[src/hdl/i2c_eeprom_access_sequencer_assert.svh]
// Assertion macros shared by the sequencer modules.
`ifndef I2C_EEPROM_ACCESS_SEQUENCER_ASSERT_SVH
`define I2C_EEPROM_ACCESS_SEQUENCER_ASSERT_SVH

`ifndef SYNTHESIS

`define IEAS_ASSERT(name, prop, msg) \
    name: assert property (@(posedge clk) disable iff (!rst_n) prop) else $error(msg);

`define IEAS_ASSERT_NEVER(name, expr, msg) \
    name: assert property (@(posedge clk) disable iff (!rst_n) !(expr)) else $error(msg);

`else

`define IEAS_ASSERT(name, prop, msg)

`define IEAS_ASSERT_NEVER(name, expr, msg)

`endif

`endif

[src/hdl/iea_pkg.sv]
`timescale 1ns / 1ps
`default_nettype none

package iea_pkg;

    localparam int OFFSET_BITS_DEFAULT = 16;
    localparam int RES_MAX = 6;
    localparam int RES_CNT_W = 3;

    localparam logic [1:0] ACT_READ  = 2'd0;
    localparam logic [1:0] ACT_WRITE = 2'd1;
    localparam logic [1:0] ACT_ERASE = 2'd2;
    localparam logic [1:0] ACT_REPLY = 2'd3;

    localparam logic [2:0] CMD_NONE   = 3'd0;
    localparam logic [2:0] CMD_START  = 3'd1;
    localparam logic [2:0] CMD_RSTART = 3'd2;
    localparam logic [2:0] CMD_STOP   = 3'd3;
    localparam logic [2:0] CMD_PUT    = 3'd4;
    localparam logic [2:0] CMD_GET    = 3'd5;

    localparam logic [1:0] ST_BUSY   = 2'd0;
    localparam logic [1:0] ST_DONE   = 2'd1;
    localparam logic [1:0] ST_NOACK  = 2'd2;

    localparam logic REG_DEVICE_ADDRESS = 1'b0;
    localparam logic REG_OFFSET_MODE    = 1'b1;

    localparam logic [6:0] DEVICE_ADDRESS_RESET = 7'd80;
    localparam logic [2:0] OFFSET_MODE_RESET    = 3'd1;
    localparam logic [7:0] ERASE_BYTE           = 8'hff;

    typedef struct packed {
        logic [2:0] bus_cmd;
        logic [7:0] bus_byte;
        logic       get_nack_last;
        logic       wants_reply;
        logic [7:0] read_data;
        logic       read_valid;
        logic [1:0] status;
        logic       last;
    } res_t;

    typedef struct packed {
        logic                 load;
        logic [RES_CNT_W-1:0] count;
    } load_t;

endpackage

`default_nettype wire

[src/hdl/iea_step.sv]
`timescale 1ns / 1ps
`default_nettype none

`include "i2c_eeprom_access_sequencer_assert.svh"

module iea_step
    import iea_pkg::*;
#(
    parameter int OFFSET_BITS = OFFSET_BITS_DEFAULT
)
(
    input  wire logic                 clk,
    input  wire logic                 rst_n,
    input  wire logic                 cfg_write,
    input  wire logic                 cfg_index,
    input  wire logic [6:0]           cfg_data,
    input  wire logic                 take,
    input  wire logic [1:0]           action,
    input  wire logic [15:0]          offset,
    input  wire logic [15:0]          count,
    input  wire logic [7:0]           write_data,
    input  wire logic                 reply_nack,
    input  wire logic [7:0]           reply_byte,
    output res_t [RES_MAX-1:0]        list,
    output load_t                     ctl
);

    localparam logic [3:0] PH_IDLE    = 4'd0;
    localparam logic [3:0] PH_RD_ADDR = 4'd1;
    localparam logic [3:0] PH_RD_GET  = 4'd2;
    localparam logic [3:0] PH_WR_ADDR = 4'd3;
    localparam logic [3:0] PH_WR_POLL = 4'd4;

    logic [6:0]             device_address_reg;
    logic [2:0]             offset_mode_reg;
    logic [3:0]             phase_reg;
    logic [3:0]             phase_next;
    logic [OFFSET_BITS-1:0] current_offset_reg;
    logic [OFFSET_BITS-1:0] current_offset_next;
    logic [15:0]            bytes_left_reg;
    logic [15:0]            bytes_left_next;
    logic [6:0]             bus_address_reg;
    logic [6:0]             bus_address_next;
    logic [7:0]             pending_byte_reg;
    logic [7:0]             pending_byte_next;

    logic [OFFSET_BITS-1:0] off_m;
    logic [15:0]            off16;
    logic [15:0]            cur16;
    logic [3:0]             high_mask;
    logic [6:0]             addr_calc;
    logic [15:0]            bytes_dec;
    logic [RES_CNT_W-1:0]   k;

    function automatic res_t mk(input logic [2:0] cmd, input logic [7:0] b,
                                input logic nack, input logic wants,
                                input logic [7:0] rd, input logic rv,
                                input logic [1:0] st);
        res_t r;
        r.bus_cmd       = cmd;
        r.bus_byte      = b;
        r.get_nack_last = nack;
        r.wants_reply   = wants;
        r.read_data     = rd;
        r.read_valid    = rv;
        r.status        = st;
        r.last          = 1'b0;
        return r;
    endfunction

    assign off_m = offset[OFFSET_BITS-1:0];
    assign off16 = 16'(off_m);
    assign cur16 = 16'(current_offset_reg);
    assign bytes_dec = bytes_left_reg - 16'd1;

    // In negative offset mode the low high-offset bits are merged into the address.
    always_comb
    begin
        case (offset_mode_reg)
            3'b100:  high_mask = 4'hf;
            3'b101:  high_mask = 4'h7;
            3'b110:  high_mask = 4'h3;
            3'b111:  high_mask = 4'h1;
            default: high_mask = 4'h0;
        endcase
        addr_calc = device_address_reg | {3'b000, off16[11:8] & high_mask};
    end

    always_comb
    begin
        phase_next          = phase_reg;
        current_offset_next = current_offset_reg;
        bytes_left_next     = bytes_left_reg;
        bus_address_next    = bus_address_reg;
        pending_byte_next   = pending_byte_reg;
        list                = '0;
        k                   = '0;
        if (action != ACT_REPLY)
        begin
            if (phase_reg == PH_IDLE)
            begin
                current_offset_next = off_m;
                bus_address_next    = addr_calc;
                if (action == ACT_READ)
                begin
                    bytes_left_next = (count == 16'd0) ? 16'd1 : count;
                    phase_next      = PH_RD_ADDR;
                end
                else
                begin
                    pending_byte_next = (action == ACT_WRITE) ? write_data : ERASE_BYTE;
                    phase_next        = PH_WR_ADDR;
                end
                list[0] = mk(CMD_START, 8'd0, 1'b0, 1'b0, 8'd0, 1'b0, ST_BUSY);
                list[1] = mk(CMD_PUT, {addr_calc, 1'b0}, 1'b0, 1'b1, 8'd0, 1'b0, ST_BUSY);
                k = 3'd2;
            end
        end
        else
        begin
            case (phase_reg)
                PH_RD_ADDR, PH_WR_ADDR:
                begin
                    if (reply_nack)
                    begin
                        list[0] = mk(CMD_STOP, 8'd0, 1'b0, 1'b0, 8'd0, 1'b0, ST_NOACK);
                        k = 3'd1;
                        phase_next = PH_IDLE;
                    end
                    else
                    begin
                        if (offset_mode_reg == 3'd2)
                        begin
                            list[k] = mk(CMD_PUT, cur16[15:8], 1'b0, 1'b0, 8'd0, 1'b0,
                                         ST_BUSY);
                            k = k + 3'd1;
                        end
                        list[k] = mk(CMD_PUT, cur16[7:0], 1'b0, 1'b0, 8'd0, 1'b0, ST_BUSY);
                        k = k + 3'd1;
                        if (phase_reg == PH_RD_ADDR)
                        begin
                            list[k] = mk(CMD_RSTART, 8'd0, 1'b0, 1'b0, 8'd0, 1'b0, ST_BUSY);
                            k = k + 3'd1;
                            list[k] = mk(CMD_PUT, {bus_address_reg, 1'b1}, 1'b0, 1'b0,
                                         8'd0, 1'b0, ST_BUSY);
                            k = k + 3'd1;
                            list[k] = mk(CMD_GET, 8'd0, bytes_left_reg == 16'd1, 1'b1,
                                         8'd0, 1'b0, ST_BUSY);
                            k = k + 3'd1;
                            phase_next = PH_RD_GET;
                        end
                        else
                        begin
                            list[k] = mk(CMD_PUT, pending_byte_reg, 1'b0, 1'b0, 8'd0, 1'b0,
                                         ST_BUSY);
                            k = k + 3'd1;
                            list[k] = mk(CMD_STOP, 8'd0, 1'b0, 1'b0, 8'd0, 1'b0, ST_BUSY);
                            k = k + 3'd1;
                            list[k] = mk(CMD_START, 8'd0, 1'b0, 1'b0, 8'd0, 1'b0, ST_BUSY);
                            k = k + 3'd1;
                            list[k] = mk(CMD_PUT, {bus_address_reg, 1'b0}, 1'b0, 1'b1,
                                         8'd0, 1'b0, ST_BUSY);
                            k = k + 3'd1;
                            phase_next = PH_WR_POLL;
                        end
                    end
                end
                PH_RD_GET:
                begin
                    bytes_left_next = bytes_dec;
                    if (bytes_dec != 16'd0)
                    begin
                        list[0] = mk(CMD_GET, 8'd0, bytes_dec == 16'd1, 1'b1, reply_byte,
                                     1'b1, ST_BUSY);
                    end
                    else
                    begin
                        list[0] = mk(CMD_STOP, 8'd0, 1'b0, 1'b0, reply_byte, 1'b1,
                                     ST_DONE);
                        phase_next = PH_IDLE;
                    end
                    k = 3'd1;
                end
                PH_WR_POLL:
                begin
                    if (reply_nack)
                    begin
                        list[0] = mk(CMD_STOP, 8'd0, 1'b0, 1'b0, 8'd0, 1'b0, ST_BUSY);
                        list[1] = mk(CMD_START, 8'd0, 1'b0, 1'b0, 8'd0, 1'b0, ST_BUSY);
                        list[2] = mk(CMD_PUT, {bus_address_reg, 1'b0}, 1'b0, 1'b1, 8'd0,
                                     1'b0, ST_BUSY);
                        k = 3'd3;
                    end
                    else
                    begin
                        list[0] = mk(CMD_STOP, 8'd0, 1'b0, 1'b0, 8'd0, 1'b0, ST_DONE);
                        k = 3'd1;
                        phase_next = PH_IDLE;
                    end
                end
                default:
                begin
                    phase_next = PH_IDLE;
                end
            endcase
        end
        if (k != 3'd0)
        begin
            list[k - 3'd1].last = 1'b1;
        end
    end

    assign ctl.load  = take;
    assign ctl.count = k;

    always_ff @(posedge clk or negedge rst_n)
    begin
        if (!rst_n)
        begin
            device_address_reg <= DEVICE_ADDRESS_RESET;
            offset_mode_reg    <= OFFSET_MODE_RESET;
            phase_reg          <= PH_IDLE;
            current_offset_reg <= '0;
            bytes_left_reg     <= '0;
            bus_address_reg    <= '0;
            pending_byte_reg   <= '0;
        end
        else
        begin
            if (cfg_write && cfg_index == REG_DEVICE_ADDRESS)
            begin
                device_address_reg <= cfg_data;
            end
            if (cfg_write && cfg_index == REG_OFFSET_MODE)
            begin
                offset_mode_reg <= cfg_data[2:0];
            end
            if (take)
            begin
                phase_reg          <= phase_next;
                current_offset_reg <= current_offset_next;
                bytes_left_reg     <= bytes_left_next;
                bus_address_reg    <= bus_address_next;
                pending_byte_reg   <= pending_byte_next;
            end
        end
    end

    // A read never waits on a fetch with nothing left to fetch.
    `IEAS_ASSERT_NEVER(a_get_count, phase_reg == PH_RD_GET && bytes_left_reg == 16'd0, "fetch phase with zero bytes left")
    `IEAS_ASSERT(a_request_busy, take && action != ACT_REPLY && phase_reg != PH_IDLE |=> $stable(phase_reg), "request while busy changed the phase")

endmodule

`default_nettype wire

[src/hdl/iea_burst.sv]
`timescale 1ns / 1ps
`default_nettype none

`include "i2c_eeprom_access_sequencer_assert.svh"

module iea_burst
    import iea_pkg::*;
(
    input  wire logic                 clk,
    input  wire logic                 rst_n,
    input  res_t [RES_MAX-1:0]        list,
    input  load_t                     ctl,
    output logic                      ready,
    output logic                      out_valid,
    input  wire logic                 out_ready,
    output res_t                      result
);

    res_t [RES_MAX-1:0]   entries_reg;
    logic [RES_CNT_W-1:0] count_reg;
    logic [RES_CNT_W-1:0] idx_reg;
    logic                 done_now;

    assign out_valid = idx_reg != count_reg;
    assign done_now  = out_valid && out_ready && idx_reg == count_reg - 3'd1;
    assign ready     = !out_valid || done_now;
    assign result    = entries_reg[idx_reg];

    always_ff @(posedge clk)
    begin
        if (ctl.load)
        begin
            entries_reg <= list;
        end
    end

    always_ff @(posedge clk or negedge rst_n)
    begin
        if (!rst_n)
        begin
            count_reg <= '0;
            idx_reg   <= '0;
        end
        else
        begin
            if (ctl.load)
            begin
                count_reg <= ctl.count;
                idx_reg   <= '0;
            end
            else if (out_valid && out_ready)
            begin
                idx_reg <= idx_reg + 3'd1;
            end
        end
    end

    `IEAS_ASSERT_NEVER(a_idx_range, idx_reg > count_reg, "result index beyond burst length")
    `IEAS_ASSERT(a_burst_continues, out_valid && out_ready && !result.last |=> out_valid, "burst ended before its last transfer")
    `IEAS_ASSERT(a_last_at_end, out_valid && result.last |-> idx_reg == count_reg - 3'd1, "last flag not on the final result")

endmodule

`default_nettype wire

[src/hdl/i2c_eeprom_access_sequencer.sv]
// An item's first result is registered, offered in the cycle after the item is accepted.
// An item giving k results (k is 0 to 6) holds the output until its last result is taken;
// items without results, or arriving as the last result leaves, are taken every cycle.
// The output burst register holds up to six results, so a new item waits for it to drain.
// Reset (rst_n, asynchronous, active low) idles the sequencer and restores both registers.
`timescale 1ns / 1ps
`default_nettype none

module i2c_eeprom_access_sequencer
    import iea_pkg::*;
#(
    parameter int OFFSET_BITS = OFFSET_BITS_DEFAULT
)
(
    input  wire logic        clk,
    input  wire logic        rst_n,
    input  wire logic        cfg_write,
    input  wire logic        cfg_index,
    input  wire logic [6:0]  cfg_data,
    input  wire logic        in_valid,
    output logic             in_ready,
    input  wire logic [1:0]  action,
    input  wire logic [15:0] offset,
    input  wire logic [15:0] count,
    input  wire logic [7:0]  write_data,
    input  wire logic        reply_nack,
    input  wire logic [7:0]  reply_byte,
    output logic             out_valid,
    input  wire logic        out_ready,
    output logic [2:0]       bus_cmd,
    output logic [7:0]       bus_byte,
    output logic             get_nack_last,
    output logic             wants_reply,
    output logic [7:0]       read_data,
    output logic             read_valid,
    output logic [1:0]       status,
    output logic             last
);

    res_t [RES_MAX-1:0] list;
    load_t              ctl;
    res_t               result;
    logic               take;

    assign take = in_valid && in_ready;

    iea_step #(
        .OFFSET_BITS (OFFSET_BITS)
    ) u_step (
        .clk        (clk),
        .rst_n      (rst_n),
        .cfg_write  (cfg_write),
        .cfg_index  (cfg_index),
        .cfg_data   (cfg_data),
        .take       (take),
        .action     (action),
        .offset     (offset),
        .count      (count),
        .write_data (write_data),
        .reply_nack (reply_nack),
        .reply_byte (reply_byte),
        .list       (list),
        .ctl        (ctl)
    );

    iea_burst u_burst (
        .clk       (clk),
        .rst_n     (rst_n),
        .list      (list),
        .ctl       (ctl),
        .ready     (in_ready),
        .out_valid (out_valid),
        .out_ready (out_ready),
        .result    (result)
    );

    assign bus_cmd       = result.bus_cmd;
    assign bus_byte      = result.bus_byte;
    assign get_nack_last = result.get_nack_last;
    assign wants_reply   = result.wants_reply;
    assign read_data     = result.read_data;
    assign read_valid    = result.read_valid;
    assign status        = result.status;
    assign last          = result.last;

endmodule

`default_nettype wire
[config.mk]
export PLATFORM = sky130hd
export DESIGN_NAME = i2c_eeprom_access_sequencer
export DESIGN_NICKNAME = d
export VERILOG_FILES = /design/src/hdl/iea_pkg.sv /design/src/hdl/iea_step.sv /design/src/hdl/iea_burst.sv /design/src/hdl/i2c_eeprom_access_sequencer.sv
export VERILOG_INCLUDE_DIRS = /design/src /design/src/hdl
export SDC_FILE = /design/constraint.sdc
export NUM_CORES = 1
export LEC_CHECK = 0
export CORE_UTILIZATION = 23
export CTS_BUF_LIST = sky130_fd_sc_hd__clkbuf_4
export DETAILED_ROUTE_END_ITERATION = 7
export DONT_BUFFER_PORTS = 1
export PLACE_DENSITY = 0.4
export SLEW_MARGIN = 20
export SYNTH_ARGS = -nofsm -noshare
export SYNTH_HDL_FRONTEND = slang
export SYNTH_SLANG_ARGS = --single-unit
export TNS_END_PERCENT = 30
[constraint.sdc]
create_clock -name clk -period 3 [get_ports clk]
set_clock_uncertainty 0.15 [all_clocks]
set_input_delay 0.9 -clock clk [delete_from_list [all_inputs] [get_ports clk]]
set_output_delay 0.9 -clock clk [all_outputs]
set_load 0.005 [all_outputs]
# After elaboration in Yosys (flattened, before gate mapping)
# Cells that the tools add are included.
# op_classes
n_addsub	9
mul	0
n_div	0
n_lt_le_gt_ge	13
n_eq_ne	19
shifts	0
mux	64
bitwise	13
n_reduce_logical	25
# op_table
operator	count
150-bit bitwise mux	6
25-bit demux with 3-bit select	6
150-bit two-way mux	2
25-bit two-way mux	12
144-bit AND	2
144-bit inverter	2
50-bit two-way mux	3
138-bit AND	1
138-bit inverter	1
125-bit two-way mux	1
100-bit two-way mux	1
50-bit one-hot mux with 2 select lines	1
16-bit two-way mux	5
25-bit binary-select mux with 3-bit select	1
75-bit two-way mux	1
25-bit one-hot mux with 3 select lines	1
16-bit by 1-bit equality test with 1-bit output, second input constant	2
3-bit by 4-bit less-than comparator with 1-bit output, second input constant	7
3-bit two-way mux	9
4-bit two-way mux	5
3-bit by 1-bit adder with 3-bit output, second input constant	6
3-bit by 1-bit greater-or-equal comparator with 1-bit output, second input constant	6
16-bit logical NOT	1
4-bit one-hot mux with 4 select lines	1
other kinds (33)	60
# word_totals
register_bits	217
latchBits	0
ramBits	0
rom_bits	0
input_bits	64
elab_cells	200
memories	0

# Depth between registers and ports, before layout
# depth
ltp_word	21
ltp_mapped	14
depth_no_buf	12

# Hierarchy
# Synthesis repeated with hierarchy kept, for this count alone.
# unflattened
hier_cells	911
hier_area_um2	10774.1
# by_module_without_submodules
module	n_inst	cells_per_inst	area_each_um2
iea_burst	1	310	6153.4
iea_step	1	600	4614.4
i2c_eeprom_access_sequencer	1	1	6.3

# Worst setup path after synthesis
# OpenSTA, ideal clock, no wires.
# synth_path
path_type	reg2reg
start	reg u_burst.count_reg[1]
end	reg u_burst.entries_reg[0] in the netlist's numbering, enable pin
arrival_ns	2.568
t_required_ns	2.443
setup_slack_ns	-0.125
stages_incl_launch_ff	7
cell_sequence	dfrtp_1 inv_1 ha_1 xor2_1 nand4b_4 a21oi_2 buf_2
# synth_lines
item	line	text
from (decl)	iea_burst.sv:20	logic [RES_CNT_W-1:0] count_reg;
from (signal assigned)	iea_burst.sv:48	count_reg <= ctl.count;
to (signal assigned)	iea_burst.sv:33	entries_reg <= list;
to (decl)	iea_burst.sv:19	res_t [RES_MAX-1:0] entries_reg;

# Final worst setup path
# layout_path
start	reg u_burst.idx_reg[0]
end	out bus_byte[1]
# layout_between
elab_chain_cells	2
# layout_lines
item	line	text
from (decl)	iea_burst.sv:21	logic [RES_CNT_W-1:0] idx_reg;
from (signal assigned)	iea_burst.sv:53	idx_reg <= idx_reg + 3'd1;
25-bit binary-select mux with 3-bit select	iea_burst.sv:27	assign result = entries_reg[idx_reg];
25-bit two-way mux (implied by the code)	iea_burst.sv:27	
to (decl)	i2c_eeprom_access_sequencer.sv:31	output logic [7:0] bus_byte,
# No other way between the ends. The select of a mux whose other input is x is not followed.

==> results.json <==
{
  "status": "finished clean",
  "p_leak_nw": 3.422,
  "die_h_microns": 185.6,
  "worst_slack_ns": 0.02757,
  "routabilityCongestion": 0.7752,
  "synth_edf_count": 84,
  "yosys_warnings": 0,
  "initial_core_util_pct": 23.58,
  "grt_overflow_total": 0,
  "power_mw": 8.289,
  "antenna_found_initial": 1,
  "coreArea_sq_um": 32870,
  "startpoint_type": "flop",
  "clockBufferDepth": 2,
  "p_int_mw": 5.105,
  "die_w_microns": 185.6,
  "max-cap-violations": 0,
  "p_switching_mw": 3.185,
  "grt_max_degree": 67,
  "peakVddDrop_mv": 0.3261,
  "drt_first_pass_iters": 5,
  "grt_usage_pct": 12.92,
  "cts_tree": "yes",
  "worst_pin_slew_ns": 0.4664,
  "syn_nets": 754,
  "drtIter0Drc": 296,
  "fin_crit_sh_pct": 99.08,
  "num_vias": 5296,
  "synthTopCellsByArea": "edfxtp_1 (33%), dfrtp_1 (20%), and2_1 (3.8%)",
  "slew_viol_final": 0,
  "syn_inst": 676,
  "p_per_area_nw_per_um2": 905.6,
  "core.rowCount": 66,
  "power_frac_clock_pct": 16.9,
  "synthFlopType": "edfxtp_1",
  "pin_count": 91,
  "fillCellCount": 3480,
  "min_from": "offset[4]",
  "die_area_sq_um": 34430,
  "wirelength_microns": 21190,
  "fin_crit_ns": 2.972,
  "required_ns": 1.95,
  "min_path_cells": 1,
  "reg2reg_depth": 13,
  "largest_register_ffs": 84,
  "hold_end": "u_step.cur16[4]$_DFFE_PN0P_",
  "root_buffer": "clkbuf_4",
  "p_comb_share_pct": 38.6,
  "hpwl_microns": 15620,
  "regToRegEndpoint": "u_burst.entries_reg[0]$_SDFFCE_PN0P_",
  "via_per_inst": 4.523,
  "worstSetupPathType": "flop to output port",
  "clk_pin_slew_ns": 0.16,
  "hold_path.class": "primary input to flop",
  "port_buffers": 0,
  "cp-end-kind": "output port",
  "ys_ff_latch": 150,
  "layout_common_cells": "edfxtp_1 (84), dfrtp_1 (59), nor2_1 (52)",
  "drc_errors": 0,
  "path_max_fanout": 8,
  "setup_viol": 0,
  "syn_to_final_growth_pct": 18.13,
  "htree_levels": 4,
  "fmax_mhz": 336.4,
  "grt_pass1_vias": 5354,
  "drt-wirelength-per-cell_microns": 18.10,
  "cp.arrival_ns": 1.92,
  "clock_sinks": 150,
  "drive_above_1_share_pct": 23.63,
  "dp_slack_ns": 0.003474,
  "seqPwrFrac_pct": 44.5,
  "hold_violations": 0,
  "switching_share_pct": 38.42,
  "ant_nets": 0,
  "synth_area_sq_um": 7749,
  "rsz0062_at_grt": "true",
  "synth.distinct_cells": 77,
  "fin_nets": 793,
  "grt_pass1_wl_microns": 33140,
  "yosysSeqAreaShare_pct": 53.92,
  "slew-limit-headroom_pct": 68.62,
  "numCtsBuffers": 17,
  "final_common_cell": "edfxtp_1",
  "rr_startpoint": "u_step.offset_mode_reg[0]$_DFFE_PN1P_",
  "clk_latency_ns": 0.60,
  "rrSetupSlack_ns": 0.18,
  "yosysTopAreaCell": "edfxtp_1",
  "avgSynthCellArea_sq_um": 11.46,
  "yosysTopAreaCellShare_pct": 32.55,
  "post-route-util_pct": 27.85,
  "synth_async_sr_flop_share_pct": 44.00
}
## per-layer routing
layer  global-route usage [%]  vias to the layer above  wire length, microns
li1                         -                     2574                     -
met1                    18.50                     2632                 10810
met2                    19.34                       79                  9466
met3                    2.994                       11                   718
met4                    3.443                        0                   192
met5                        0                        -                     0
## cell type report
type	instances	area, sq um	share of cell area, %
diodes	1	2.502	0.02734
clock buffers	17	127.6	1.394
clock inverters	15	183.9	2.009
inverters	40	150.1	1.640
multi-input cells	445	3382	36.95
flip-flops and latches	150	4183	45.69
well taps	442	553.0	6.042
repair buffers	61	571.8	6.247
## power groups by stage
stage	sequential, mW	clock [mW]	combinational, mW
after floorplan	3.44	0	2.09
after global placement	3.75	0	2.91
after detailed placement	3.75	0	2.92
after CTS	3.70	1.47	3.12
after global routing	3.79	1.54	3.54
final	3.69	1.40	3.20
## synthesized netlist by cell type (all sizes together), types with 3 or more instances
master and count:
a2111oi 4, a211oi 4, a21oi 28, a22o 8, a22oi 10, a2bb2oi 4, a31oi 12, a32oi 3
and2 47, and3 5, buf 17, clkbuf 24, dfrtp 63, dfstp 3, edfxtp 84, ha 14
inv 39, mux2 32, mux2i 12, mux4 12, nand2 47, nand2b 7, nand3 12, nand4 6
nand4b 5, nor2 52, nor2b 5, nor3 19, nor3b 3, nor4 9, o211ai 3, o21ai 20
o22ai 15, xnor2 6, xor2 4
## repair_timing
action	4_1_cts	5_1_grt
hold buffers	2	0
setup endpoints to repair	25	31
gates resized for setup	19	18
pin swaps	4	1
hold endpoints to repair	66	0
setup buffers	3	2
## critical path, stage by stage, from the launching register on
cell	delay, ns
dfrtp_2	0.48
buf_12	0.17
mux4_2	0.54
inv_2	0.09
o22ai_4	0.07
## how the worst max path moves through the flow
stage / slack [ns] / endpoint / startpoint
6_report: 0.03 / bus_byte[1] / u_burst.idx_reg[0]$_DFFE_PN0P_
2_1_floorplan: -0.07 / u_burst.entries_reg[25]$_SDFFCE_PN0P_ / u_step.offset_mode_reg[2]$_DFFE_PN0P_
3_3_place_gp: 0.009 / u_burst.entries_reg[125]$_SDFFCE_PN0P_ / action[0]
5_1_grt: -0.09 / bus_byte[1] / u_burst.idx_reg[0]$_DFFE_PN0P_
4_1_cts: -0.04 / bus_byte[4] / u_burst.idx_reg[0]$_DFFE_PN0P_
3_5_place_dp: 0.003 / u_burst.entries_reg[125]$_SDFFCE_PN0P_ / action[0]
## cells by family (layout without fill, tap and decap cells)
family	Yosys count	count (layout)	share of synthesized area, %
buffers and inverters	81	133	4.392
multiplexers	56	56	9.688
AO/OA/AOI/OAI	132	132	12.13
other	0	1	0
adder cells (fa/ha/maj)	14	14	2.261
XOR/XNOR	11	11	1.421
AND/OR/NAND/NOR	232	232	16.20
flip-flops	150	150	53.92
## metrics by stage
stage               cell area [sq um]  TNS, ns  std cells  hold WS, ns
floorplan                        7751  -0.2218        676       0.3080
global placement                 8601        0       1131       0.3334
detailed placement               8601        0       1131       0.3379
CTS                              9047  -0.3229       1168       0.2102
global route                     9154  -0.9141       1171       0.2045
finish                           9154        0       1171       0.2723
No activity file was read; power rests on OpenSTA's default activity.
